**config.mk**
```make
export PLATFORM = sky130hd
export DESIGN_NAME = qrs_div_cell
export DESIGN_NICKNAME = d
export VERILOG_FILES = /design/src/rtl/qrs_pkg.sv /design/src/rtl/qrs_div_cell.sv
export SDC_FILE = /design/constraint.sdc
export NUM_CORES = 1
export LEC_CHECK = 0
export BUFFER_PORTS_ARGS = -buffer_cell sky130_fd_sc_hd__buf_2
export CELL_PAD_IN_SITES_DETAIL_PLACEMENT = 1
export CELL_PAD_IN_SITES_GLOBAL_PLACEMENT = 1
export CORE_MARGIN = 5
export CORE_UTILIZATION = 38
export CTS_CLUSTER_DIAMETER = 50
export DETAILED_ROUTE_END_ITERATION = 6
export HOLD_SLACK_MARGIN = 0.02
export PLACE_DENSITY_LB_ADDON = 0.3
export SYNTH_ARGS = -nofsm -noshare
export SYNTH_HDL_FRONTEND = slang
export SYNTH_SLANG_ARGS = --single-unit
```
**constraint.sdc**
```tcl
create_clock -name clock -period 3.4 [get_ports clock]
set_clock_uncertainty 0.2 [all_clocks]
set_input_delay 0.17 -clock clock [delete_from_list [all_inputs] [get_ports clock]]
set_output_delay 0.17 -clock clock [all_outputs]
set_load 0.01 [all_outputs]
```
**src/rtl/qrs_pkg.sv**
```systemverilog
`timescale 1ns / 1ps
`default_nettype none
// ============================================================================
// qrs_pkg
// Types and constants shared by the quadratic root solver cells and top level.
// ============================================================================
package qrs_pkg;

   // Coefficient and result widths.
   localparam int COEF_W = 16;
   localparam int OUT_W  = 32;

   // Square root: radicand is |d| shifted up by 16, one root bit per cell.
   localparam int MAG_W  = 34;
   localparam int RAD_W  = 50;
   localparam int ROOT_W = 25;
   localparam int REM_W  = 28;

   // Division: numerator magnitude, divisor magnitude, one quotient bit per cell.
   localparam int NUM_W  = 34;
   localparam int DEN_W  = 16;
   localparam int DREM_W = 16;
   localparam int LANES  = 3;

   // Values carried alongside the square root.
   typedef struct packed {
      logic signed [COEF_W-1:0] coef_a;
      logic signed [COEF_W-1:0] coef_b;
      logic                     d_neg;
      logic                     a_zero;
   } sqrt_side_type;

   typedef struct packed {
      logic [RAD_W-1:0]  rad;
      logic [REM_W-1:0]  rem;
      logic [ROOT_W-1:0] root;
      sqrt_side_type     side;
   } sqrt_cell_type;

   // One divider lane: numerator shifts out, quotient shifts in at the bottom.
   typedef struct packed {
      logic [NUM_W-1:0]  num;
      logic [DREM_W-1:0] rem;
      logic              neg;
   } div_lane_type;

   typedef struct packed {
      logic is_complex;
      logic no_quadratic;
   } div_side_type;

   typedef struct packed {
      div_lane_type [LANES-1:0] lane;
      logic [DEN_W-1:0]         den;
      div_side_type             side;
   } div_cell_type;

   // One result transaction.
   typedef struct packed {
      logic signed [OUT_W-1:0] root_minus;
      logic signed [OUT_W-1:0] root_plus;
      logic signed [OUT_W-1:0] imag_part;
      logic                    is_complex;
      logic                    no_quadratic;
      logic                    saturated;
   } rsp_data_type;

endpackage
`default_nettype wire

```
**src/rtl/qrs_div_cell.sv**
```systemverilog
`timescale 1ns / 1ps
`default_nettype none
// ============================================================================
// qrs_div_cell
// One restoring division step for each of three lanes sharing one divisor.
// ============================================================================
module qrs_div_cell (
   input  wire logic                  clock,
   input  wire logic                  en,
   input  wire qrs_pkg::div_cell_type cell_in,
   output qrs_pkg::div_cell_type      cell_out
);
   import qrs_pkg::*;

   div_cell_type      out_ff;
   div_cell_type      out_in;
   logic [DREM_W:0]   rem2 [LANES];

   // Shift in the next numerator bit and subtract the divisor where it fits.
   always_comb begin
      out_in = cell_in;
      for (int i = 0; i < LANES; i++) begin
         rem2[i] = {cell_in.lane[i].rem, cell_in.lane[i].num[NUM_W-1]};
         if (rem2[i] >= {1'b0, cell_in.den}) begin
            out_in.lane[i].rem = DREM_W'(rem2[i] - {1'b0, cell_in.den});
            out_in.lane[i].num = {cell_in.lane[i].num[NUM_W-2:0], 1'b1};
         end else begin
            out_in.lane[i].rem = rem2[i][DREM_W-1:0];
            out_in.lane[i].num = {cell_in.lane[i].num[NUM_W-2:0], 1'b0};
         end
      end
   end

   always_ff @(posedge clock) begin
      if (en) begin
         out_ff <= out_in;
      end
   end

   assign cell_out = out_ff;
endmodule
`default_nettype wire

```
* Yosys cells after proc, flatten, opt, wreduce, memory -nomap -nowiden
Index checks and enable logic that the tools add are counted.
Storage, ports and cells: flip-flop bits (word level) 171, output and inout bits 171
Cells by class: add/subtract/negate cells 3, $lt $le $gt $ge 3, muxes and demuxes 3
Operators with widths (number):
- $ge 17x16->1 | 3
- $mux 17 | 3
- $sub 16x16->16 | 3

* Logic depth before layout (Yosys ltp)
depth after elaboration 2, gate-level depth with buffers 12

* Least setup slack after synthesis
OpenSTA, ideal clock, no wires.
kind input -> register, start in cell_in[8] (netlist name), end reg out_ff, in the netlist cell_out[128], data pin, arrival time 2.219 ns, required time 2.940 ns, slack 0.721 ns, stages 11, cell sequence inv_1 ha_1 a21oi_2 o21ai_1 a21o_1 a221o_1 a21boi_2 a22o_4 inv_4 buf_6 mux2_4
RTL lines:
- start: declaration | line qrs_div_cell.sv:10 | input wire qrs_pkg::div_cell_type cell_in,
- end signal: assignment | line qrs_div_cell.sv:36 | out_ff <= out_in;
- end: declaration | line qrs_div_cell.sv:15 | div_cell_type out_ff;

==> out/summary.txt <==
WP data required: 3380 ps
GRT Total Usage: 26.8%
Vias per cell: 5.19
Fin. max-slew vios: 0
CP Launch Point: cell_in[5]
Count leader, synth: edfxtp_1
Worst path cell trace: dlygate4sd3_1 > buf_2 > inv_1 > ha_1 > nand2_1 > o21bai_1 > a31oi_2 > a221o_1 > a21boi_2 > a22o_4 > inv_4 > mux2_2
DRT iter0 DRCs: 458
RSZ-0062 raised after global routing: no
Final hold vios: 0
Largest net degree at the start of global routing: 107
Synth-to-Final Area Change: 53.9%
CTS Root Buffer Type: clkbuf_16
H-tree depth: 4
Met1 wire length: 12.9 mm
I/O pin cnt: 344
Syn Nets: 832
Nets: 1368
Initial antenna violation count: 1
Global-route wire length before repair: 49.4 mm
Worst path max stage delay: 530 ps
Final ANT Viol Nets: 0
Synth Area per Inst: 13.6 um2
Hold Slack: 90.6 ps
# Max-Cap Violations: 0
Crit path kind: in -> reg
1st-pass router iterations: 5
Power Dens Cells: 486 nW/um2
CTS Buf Count: 17
CTS Buffer Depth: 2
Synth Warn #: 0
Net switching power: 1870 uW
Routed length on met3: 2.44 mm
Ys flop type: edfxtp_1
CTS clk-pin slew, worst paths: 70 ps
Relative slew slack: 53.2%
Pleak: 0.00554 uW
Highest routed metal layer: met4
Synth top area share: 62.1%
Worst Hold Class: in -> reg
Die H: 158 um
Post-synthesis cell type count: 64
Residual DRC: 0
Max FFs per register: 171
DR WL/cell: 24.1 um
CTS sink count: 171
Crit. End Element: flip-flop
Filler cells: 2304
Number of global-route vias before repair: 8086
Critical path launch point type: input port
Gate power share: 24.0%
Mapped Cells: 608
Clk pwr share: 33.0%
Sw frac: 30.3%
Finished Layout Cells: 1438
Asr flop ratio synth: 0%
Delay-heaviest family, CP: compound AO/OA/AOI/OAI gates
Area of the multi-input gates: 2960 um2
Placed cells: 1234
Critical path data arrival time: 3260 ps
Share of cells above drive strength 1: 37.6%
Sequential cell area: 5130 um2
Post-synth top area cell: edfxtp_1
Status: finished clean
Drt total wl: 34.6 mm
Minimum clock period: 3280 ps
Post-layout util: 58.9%
CTS tree: yes
I/O Buffers: 343
Chip Width: 158 um
Worst Path Max Fanout: 15
EDFF count, synth: 171
DR vias: 7470
Final worst-path cycle share: 96.6%
Least-Margin Pin Slew: 702 ps
Critical Path Slowest Stage Cell: dlygate4sd3_1
WP buf/inv: 4
Worst hold path depth: 3
Setup-failing EPs final: 0
Synth top cells by count: 171 x edfxtp_1, 48 x ha_1, 43 x nor2_1
Core Region: 21600 um2
Pint: 4310 uW
Setup_tns: 0 ps
Hold_sp: cell_in[31]
Sequential-to-total area share from yosys stat: 62.1%
Seq pwr share: 43.0%
Initial core utilization: 38.3%
GRT overflow: 0
Top post-synthesis cells by area: edfxtp_1 62%, ha_1 7.3%, mux2_2 3.0%
DP HPWL: 21.7 mm
Die Area: 24800 um2
Yosys reg bits: 171
Max Clk Rate: 304 MHz
Metal2 WL: 18.2 mm
Max VDD drop: 299 uV
Gpl congestion: 0.843
Row count: 54
Hold path endpoint: cell_out[32]
Post-Syn Area: 8280 um2
==> how the worst max path moves through the flow <==
| stage | cells after the start | slack (ps) | end |
|---|---|---|---|
| finish | 12 | 120 | cell_out[126] |
| global route | 13 | 30 | cell_out[136] |
| CTS | 10 | 20 | cell_out[73] |
| detailed placement | 9 | 120 | cell_out[77] |
| global placement | 9 | 160 | cell_out[73] |
| floorplan | 11 | 720 | cell_out[128] |
==> through the flow <==
step	area (um2)	total power (uW)	setup slack, ps
6_report	12700	6180	116
3_5_place_dp	10400	3920	125
4_1_cts	12700	6080	21.4
3_3_place_gp	10400	3890	157
5_1_grt	12700	6430	27.2
2_1_floorplan	8280	3360	721
==> power groups by stage <==
stage / clock (uW) / combinational (uW) / sequential [uW]
after floorplan: 0 / 561 / 2800
after global placement: 0 / 1220 / 2670
after detailed placement: 0 / 1240 / 2680
after CTS: 2030 / 1420 / 2640
after global routing: 2180 / 1580 / 2670
final: 2040 / 1480 / 2660
==> repair_timing <==
action                                  CTS  global route
hold endpoints to repair                188             0
setup buffers                             0             1
resized for setup                         0             3
hold buffers                            169             0
endpoints found under the setup margin    0            18
==> worst min-delay path: cells and delay by family <==
family,cells,cell delay [ps]
compound gates,1,110
buf+inv,1,110
simple gates,1,190
==> final cells by class <==
cell class,count,area share [%]
Timing Repair Buffer,529,27.9
Clock inverter,15,1.35
Inverter,35,1.05
Antenna cell,1,0.0197
Sequential cell,171,40.3
Multi-Input combinational cell,390,23.3
Clock buffer,17,3.34
Tap cell,280,2.75
==> layer usage <==
layer | vias up | global-route usage (%)
met4 | 0 | 9.46
li1 | 3408 | -
met2 | 336 | 49.5
met3 | 64 | 6.34
met5 | - | 0
met1 | 3662 | 30.3
==> logic make-up (layout without fill, tap and decap cells) <==
| group | count (synthesis) | after routing | synth area share (%) |
|---|---|---|---|
| AOI/OAI and AO/OA | 142 | 143 | 11.6 |
| xor gates and xnor gates | 27 | 27 | 2.86 |
| adders and majority gates | 51 | 51 | 7.98 |
| buffers and inverters | 48 | 596 | 2.54 |
| DFF | 171 | 171 | 62.1 |
| muxes | 34 | 34 | 4.99 |
| other | 0 | 1 | 0 |
| and+or+nand+nor | 135 | 135 | 7.95 |
==> layout by cell type, fill, tap and decap left out, types with 16 or more instances in the layout <==
master / instances
a21oi_1: 40
buf_2: 342
buf_4: 16
clkbuf_16: 17
dlygate4sd3_1: 169
edfxtp_1: 171
ha_1: 48
inv_1: 34
mux2_2: 22
nand2_1: 29
nor2_1: 43
o21ai_0: 28
xnor2_1: 18
No activity file was read; power rests on OpenSTA's default activity.
