--- config.mk ---
export PLATFORM = sky130hd
export DESIGN_NAME = qrs_sqrt_cell
export DESIGN_NICKNAME = d
export VERILOG_FILES = /design/src/rtl/qrs_pkg.sv /design/src/rtl/qrs_sqrt_cell.sv
export SDC_FILE = /design/constraint.sdc
export NUM_CORES = 1
export LEC_CHECK = 0
export ABC_AREA = 1
export BUFFER_PORTS_ARGS = -buffer_cell sky130_fd_sc_hd__buf_2
export CAP_MARGIN = 30
export CORE_UTILIZATION = 45
export DETAILED_ROUTE_END_ITERATION = 12
export PLACE_DENSITY = 0.76
export SYNTH_ARGS = -nofsm -noshare
export SYNTH_HDL_FRONTEND = slang
export SYNTH_SLANG_ARGS = --single-unit
--- constraint.sdc ---
create_clock -name clock -period 2.3 [get_ports clock]
set_input_delay 0.115 -clock clock [delete_from_list [all_inputs] [get_ports clock]]
set_output_delay 0.115 -clock clock [all_outputs]
set_load 0.02 [all_outputs]
--- src/rtl/qrs_pkg.sv ---
`timescale 1ns / 1ps
`default_nettype none
// ============================================================================
// qrs_pkg
// Types and constants shared by the quadratic root solver cells and top level.
// ============================================================================
package qrs_pkg;

   // Coefficient and result widths.
   localparam int COEF_W = 16;
   localparam int OUT_W  = 32;

   // Square root: radicand is |d| shifted up by 16, one root bit per cell.
   localparam int MAG_W  = 34;
   localparam int RAD_W  = 50;
   localparam int ROOT_W = 25;
   localparam int REM_W  = 28;

   // Division: numerator magnitude, divisor magnitude, one quotient bit per cell.
   localparam int NUM_W  = 34;
   localparam int DEN_W  = 16;
   localparam int DREM_W = 16;
   localparam int LANES  = 3;

   // Values carried alongside the square root.
   typedef struct packed {
      logic signed [COEF_W-1:0] coef_a;
      logic signed [COEF_W-1:0] coef_b;
      logic                     d_neg;
      logic                     a_zero;
   } sqrt_side_type;

   typedef struct packed {
      logic [RAD_W-1:0]  rad;
      logic [REM_W-1:0]  rem;
      logic [ROOT_W-1:0] root;
      sqrt_side_type     side;
   } sqrt_cell_type;

   // One divider lane: numerator shifts out, quotient shifts in at the bottom.
   typedef struct packed {
      logic [NUM_W-1:0]  num;
      logic [DREM_W-1:0] rem;
      logic              neg;
   } div_lane_type;

   typedef struct packed {
      logic is_complex;
      logic no_quadratic;
   } div_side_type;

   typedef struct packed {
      div_lane_type [LANES-1:0] lane;
      logic [DEN_W-1:0]         den;
      div_side_type             side;
   } div_cell_type;

   // One result transaction.
   typedef struct packed {
      logic signed [OUT_W-1:0] root_minus;
      logic signed [OUT_W-1:0] root_plus;
      logic signed [OUT_W-1:0] imag_part;
      logic                    is_complex;
      logic                    no_quadratic;
      logic                    saturated;
   } rsp_data_type;

endpackage
`default_nettype wire

--- src/rtl/qrs_sqrt_cell.sv ---
`timescale 1ns / 1ps
`default_nettype none
// ============================================================================
// qrs_sqrt_cell
// One restoring square root step: brings down two radicand bits, yields one
// root bit.
// ============================================================================
module qrs_sqrt_cell (
   input  wire logic                   clock,
   input  wire logic                   en,
   input  wire qrs_pkg::sqrt_cell_type cell_in,
   output qrs_pkg::sqrt_cell_type      cell_out
);
   import qrs_pkg::*;

   sqrt_cell_type     out_ff;
   sqrt_cell_type     out_in;
   logic [REM_W-1:0]  rem2;
   logic [REM_W-1:0]  trial;

   // Trial subtraction of (root * 4 + 1) from the shifted remainder.
   always_comb begin
      rem2   = {cell_in.rem[REM_W-3:0], cell_in.rad[RAD_W-1 -: 2]};
      trial  = {1'b0, cell_in.root, 2'b01};
      out_in = cell_in;
      out_in.rad = {cell_in.rad[RAD_W-3:0], 2'b00};
      if (rem2 >= trial) begin
         out_in.rem  = rem2 - trial;
         out_in.root = {cell_in.root[ROOT_W-2:0], 1'b1};
      end else begin
         out_in.rem  = rem2;
         out_in.root = {cell_in.root[ROOT_W-2:0], 1'b0};
      end
   end

   always_ff @(posedge clock) begin
      if (en) begin
         out_ff <= out_in;
      end
   end

   assign cell_out = out_ff;
endmodule
`default_nettype wire

[Word level (Yosys, flattened, before mapping)]
Cells that the tools add are included.
Widths: inputs -> output; s select.
Word-level totals
  flip-flop bits (word level): 135
  bits in latches: 0
  RAM bits: 0
  memory bits (read-only): 0
  bits of input ports: 139
  output and inout bits: 137
  word-level logic and storage cells: 10
  memories: 0
Operators by class
  add/subtract/negate cells: 1
  multiply operators: 0
  div/mod/pow operators: 0
  magnitude comparators: 1
  eq/ne operators: 0
  shifts and indexed selects: 0
  multiplexer cells: 1
  bitwise gates (word level): 0
  reductions and logical operators: 0
Operators by type and width (number)
  $mux 53: 1
  $ge 28x27->1: 1
  $sub 28x27->28: 1

[Logic depth before layout (Yosys ltp)]
  word-level depth: 2
  mapped depth: 15
  mapped depth without buffers: 13

[Least setup slack after synthesis]
No wires, ideal clock.
  kind: input to register
  start: input port cell_in[41] in the netlist's numbering
  end: register out_ff, in the netlist cell_out[81] (data pin)
  setup time: 0.254 ns
  arrival time: 1.450 ns
  data required time: 2.046 ns
  setup slack: 0.597 ns
  stages on the path: 15
  buffers on the path: 2
  cell sequence: inv_1 > ha_1 > nand2_1 > inv_2 > nand2_1 > nor2_1 > nand2_1 > nor2_2 > nor2_2 > nand2_2 > nor2_4 > buf_6 > buf_6 > nand2_1 > nand2_1
RTL lines
  start, declared: RTL line qrs_sqrt_cell.sv:11  | input wire qrs_pkg::sqrt_cell_type cell_in,
  end signal, assigned: RTL line qrs_sqrt_cell.sv:38  | out_ff <= out_in;
  end, declared: RTL line qrs_sqrt_cell.sv:16  | sqrt_cell_type out_ff;

==> results.py <==
metrics = {
    "global_routing": {
        "antenna_found_initial": 1,
        "grt.met2_usage_pct": 51.3,
        "gr-usage-met3_pct": 6.04,
        "groute.usage.overall_pct": 28.1,
        "global_routing_s_busiest_layer": "met2",
        "global_routing_met1_resource_utilization_pct": 31.3,
        "global_route_wire_length_before_repair_um": 30700,
        "grt_start_max_net_pins": 55,
        "first_global_vias": 5870,
        "globalRoute.totalOverflow": 0,
    },
    "timing": {
        "setup-tns-final_ns": 0,
        "max_freq_mhz": 459,
        "slew_headroom_pct": 65.8,
        "final_min_period_over_clock_period_pct": 94.7,
        "report.final.slew_viol_count": 0,
        "timing.final.crit_period_ns": 2.18,
        "hold_viol": 0,
        "timing_worst_slew_pin_value_ns": 0.513,
        "count_of_endpoints_failing_setup_in_the_final_report": 0,
        "setup_repair_after_global_routing_missed_its_margin": "true",
    },
    "synth": {
        "synthCells": 683,
        "yosys_warnings": 0,
        "synth-edff-count": 135,
        "synth_top_flop_cell": "edfxtp_1",
        "synth_cell_type_count": 24,
        "post_synth.cell_area_avg_um2": 9.65,
        "synth_common_cells": "nand2_1 (249), edfxtp_1 (135), inv_1 (129)",
        "yosys_register_bits": 135,
        "netlist_area_um2": 6590,
        "netlist.top_cell.by_area": "edfxtp_1",
        "fraction_of_registers_with_async_set_reset_pct": 0,
        "post_synth_main_area_contributors": "edfxtp_1 (62%), nand2_1 (14%), inv_1 (7.3%), ha_1 (5.1%), nand3_1 (2.5%)",
        "synth_top_area_share_pct": 61.5,
        "yosysSeqAreaShare_pct": 61.5,
        "most_repeated_cell_in_the_gate_level_netlist_after_synthesis": "nand2_1",
    },
    "die": {
        "die_area_um2": 15100,
        "boundaryPins": 276,
        "floorplan.initialDensity_pct": 46.8,
        "core_area_um2": 14100,
        "floorplan.die.height_um": 123,
        "dieWidth_um": 123,
        "placement_rows": 43,
    },
    "power": {
        "cellPowerDensity_nw_per_um2": 737,
        "max-vdd-ir-drop_mv": 0.459,
        "leakagePower_uw": 0.00503,
        "report.power.total_uw": 7420,
    },
    "routing": {
        "routed_wire_length_per_instance_um": 16.7,
        "detail_route.iter0.violations": 318,
        "post-route-drc-count": 0,
        "ant_nets": 0,
        "wl_um": 21500,
        "via_per_inst": 4.60,
        "drt-pass1-iter-count": 4,
        "via_count": 5930,
    },
    "critical_path": {
        "crit_path_start_kind": "input pin",
        "cp-end-kind": "register",
        "worst-path-max-fanout": 17,
        "critical_path_required_ns": 2.45,
        "criticalPathCategory": "in2reg",
        "worst_ep_arrival_time_ns": 2.33,
    },
    "clocking": {
        "cts_max_level": 4,
        "clock_path_buffers": 2,
        "clock_tree_from_tritoncts": "built",
        "clk_pin_slew_worst_paths_ns": 0.06,
        "ctsRootBufferMaster": "clkbuf_16",
        "tritoncts_num_sinks": 135,
        "cts_buffers": 17,
    },
    "placed_design": {
        "post-dp-hpwl_um": 14600,
        "io_buffer_count": 271,
        "placedCellCount": 1137,
        "gp_routability_congestion": 0.881,
    },
    "finish": {
        "design.final.nets": 1263,
        "final_layout_size_suffix_gt1_share_pct": 29.8,
        "post_layout_util_pct": 71.4,
        "finish.cell_count_without_fillers": 1290,
        "flip_flop_count_of_the_largest_register_after_layout": 135,
        "areaGrowthSynthToFinish_pct": 52.7,
    },
    "job": {
        "max_capacitance_violation_count": 0,
    },
    "hold_path": {
        "hold_path_depth": 3,
        "worstHoldPathType": "in2reg",
    },
    "run_status": {
        "outcome": "finished, final reports clean",
    },
}
-- final cells by class --
type                    instances  area (µm²)
diodes                          1        2.50
clock buffers                  17         425
clock inverters                14         175
fillers                      1054        4030
inverters                     136         510
multi-input cells             406        1990
flip-flops and latches        135        4050
well taps                     180         225
repair buffers                401        2680
-- cells by family after synthesis --
| logic type | count (synthesis) | synth area share, % |
|---|---|---|
| AND/OR/NAND/NOR | 334 | 20.6 |
| other | 1 | 0.0569 |
| buffers and inverters | 143 | 8.58 |
| AO/OA/AOI/OAI | 28 | 2.18 |
| XOR/XNOR | 15 | 1.99 |
| adder cells (fa/ha/maj) | 27 | 5.13 |
| flip-flops | 135 | 61.5 |
-- metal layers --
metal	share of wire, %	up-vias
met5	0	-
met1	39	2656
met4	3.9	0
met3	6.3	42
met2	51	226
li1	-	3006
-- critical path, stage by stage --
cell and delay (ns):
dlygate4sd3_1 0.52, buf_2 0.11, inv_1 0.05, ha_1 0.35, nand2_1 0.13, inv_2 0.04, nand2_1 0.13, nor2_2 0.07
nand2_1 0.10, nor2_2 0.04, nor2_2 0.14, nand2_2 0.08, nor2_4 0.20, buf_12 0.17, o21ai_1 0.08
-- what timing repair did --
action                                  CTS  global route
hold buffers                            120             0
setup buffers                             0             0
endpoints found under the setup margin    0            13
endpoints found under the hold margin   120             0
gates resized for setup                   0             4
-- report_power, final --
| part | internal, µW | leakage, µW | switching [µW] |
|---|---|---|---|
| Clock | 1710 | 0.000288 | 1080 |
| Combinational | 614 | 0.00342 | 971 |
| Sequential | 2980 | 0.00132 | 60.9 |
| Total | 5310 | 0.00503 | 2110 |
-- per-stage QoR --
step | setup slack [ns] | hold slack [ns] | instance area [µm²]
CTS | 0.129 | 0.00328 | 10000
finish | 0.121 | 0.0149 | 10100
floorplan | 0.597 | 0.214 | 6600
global route | -0.00637 | 0.0170 | 10100
global placement | 0.328 | 0.291 | 8220
detailed placement | 0.291 | 0.294 | 8220
-- layout by cell type, fill, tap and decap left out, types with 13 or more instances in the layout --
| cell | Yosys | routed |
|---|---|---|
| buf_2 | 2 | 270 |
| nor2_1 | 34 | 32 |
| a21oi_1 | 13 | 13 |
| edfxtp_1 | 135 | 135 |
| dlygate4sd3_1 | 0 | 120 |
| clkbuf_16 | 0 | 18 |
| ha_1 | 27 | 27 |
| nand3_1 | 33 | 32 |
| inv_1 | 129 | 129 |
| nand2_1 | 249 | 248 |
-- final timing paths --
kind | slack, ns | startpoint | to
max | 0.12 | cell_in[40] | cell_out[69]
min | 0.01 | cell_in[73] | cell_out[75]
(Power assumes the default switching activity.)
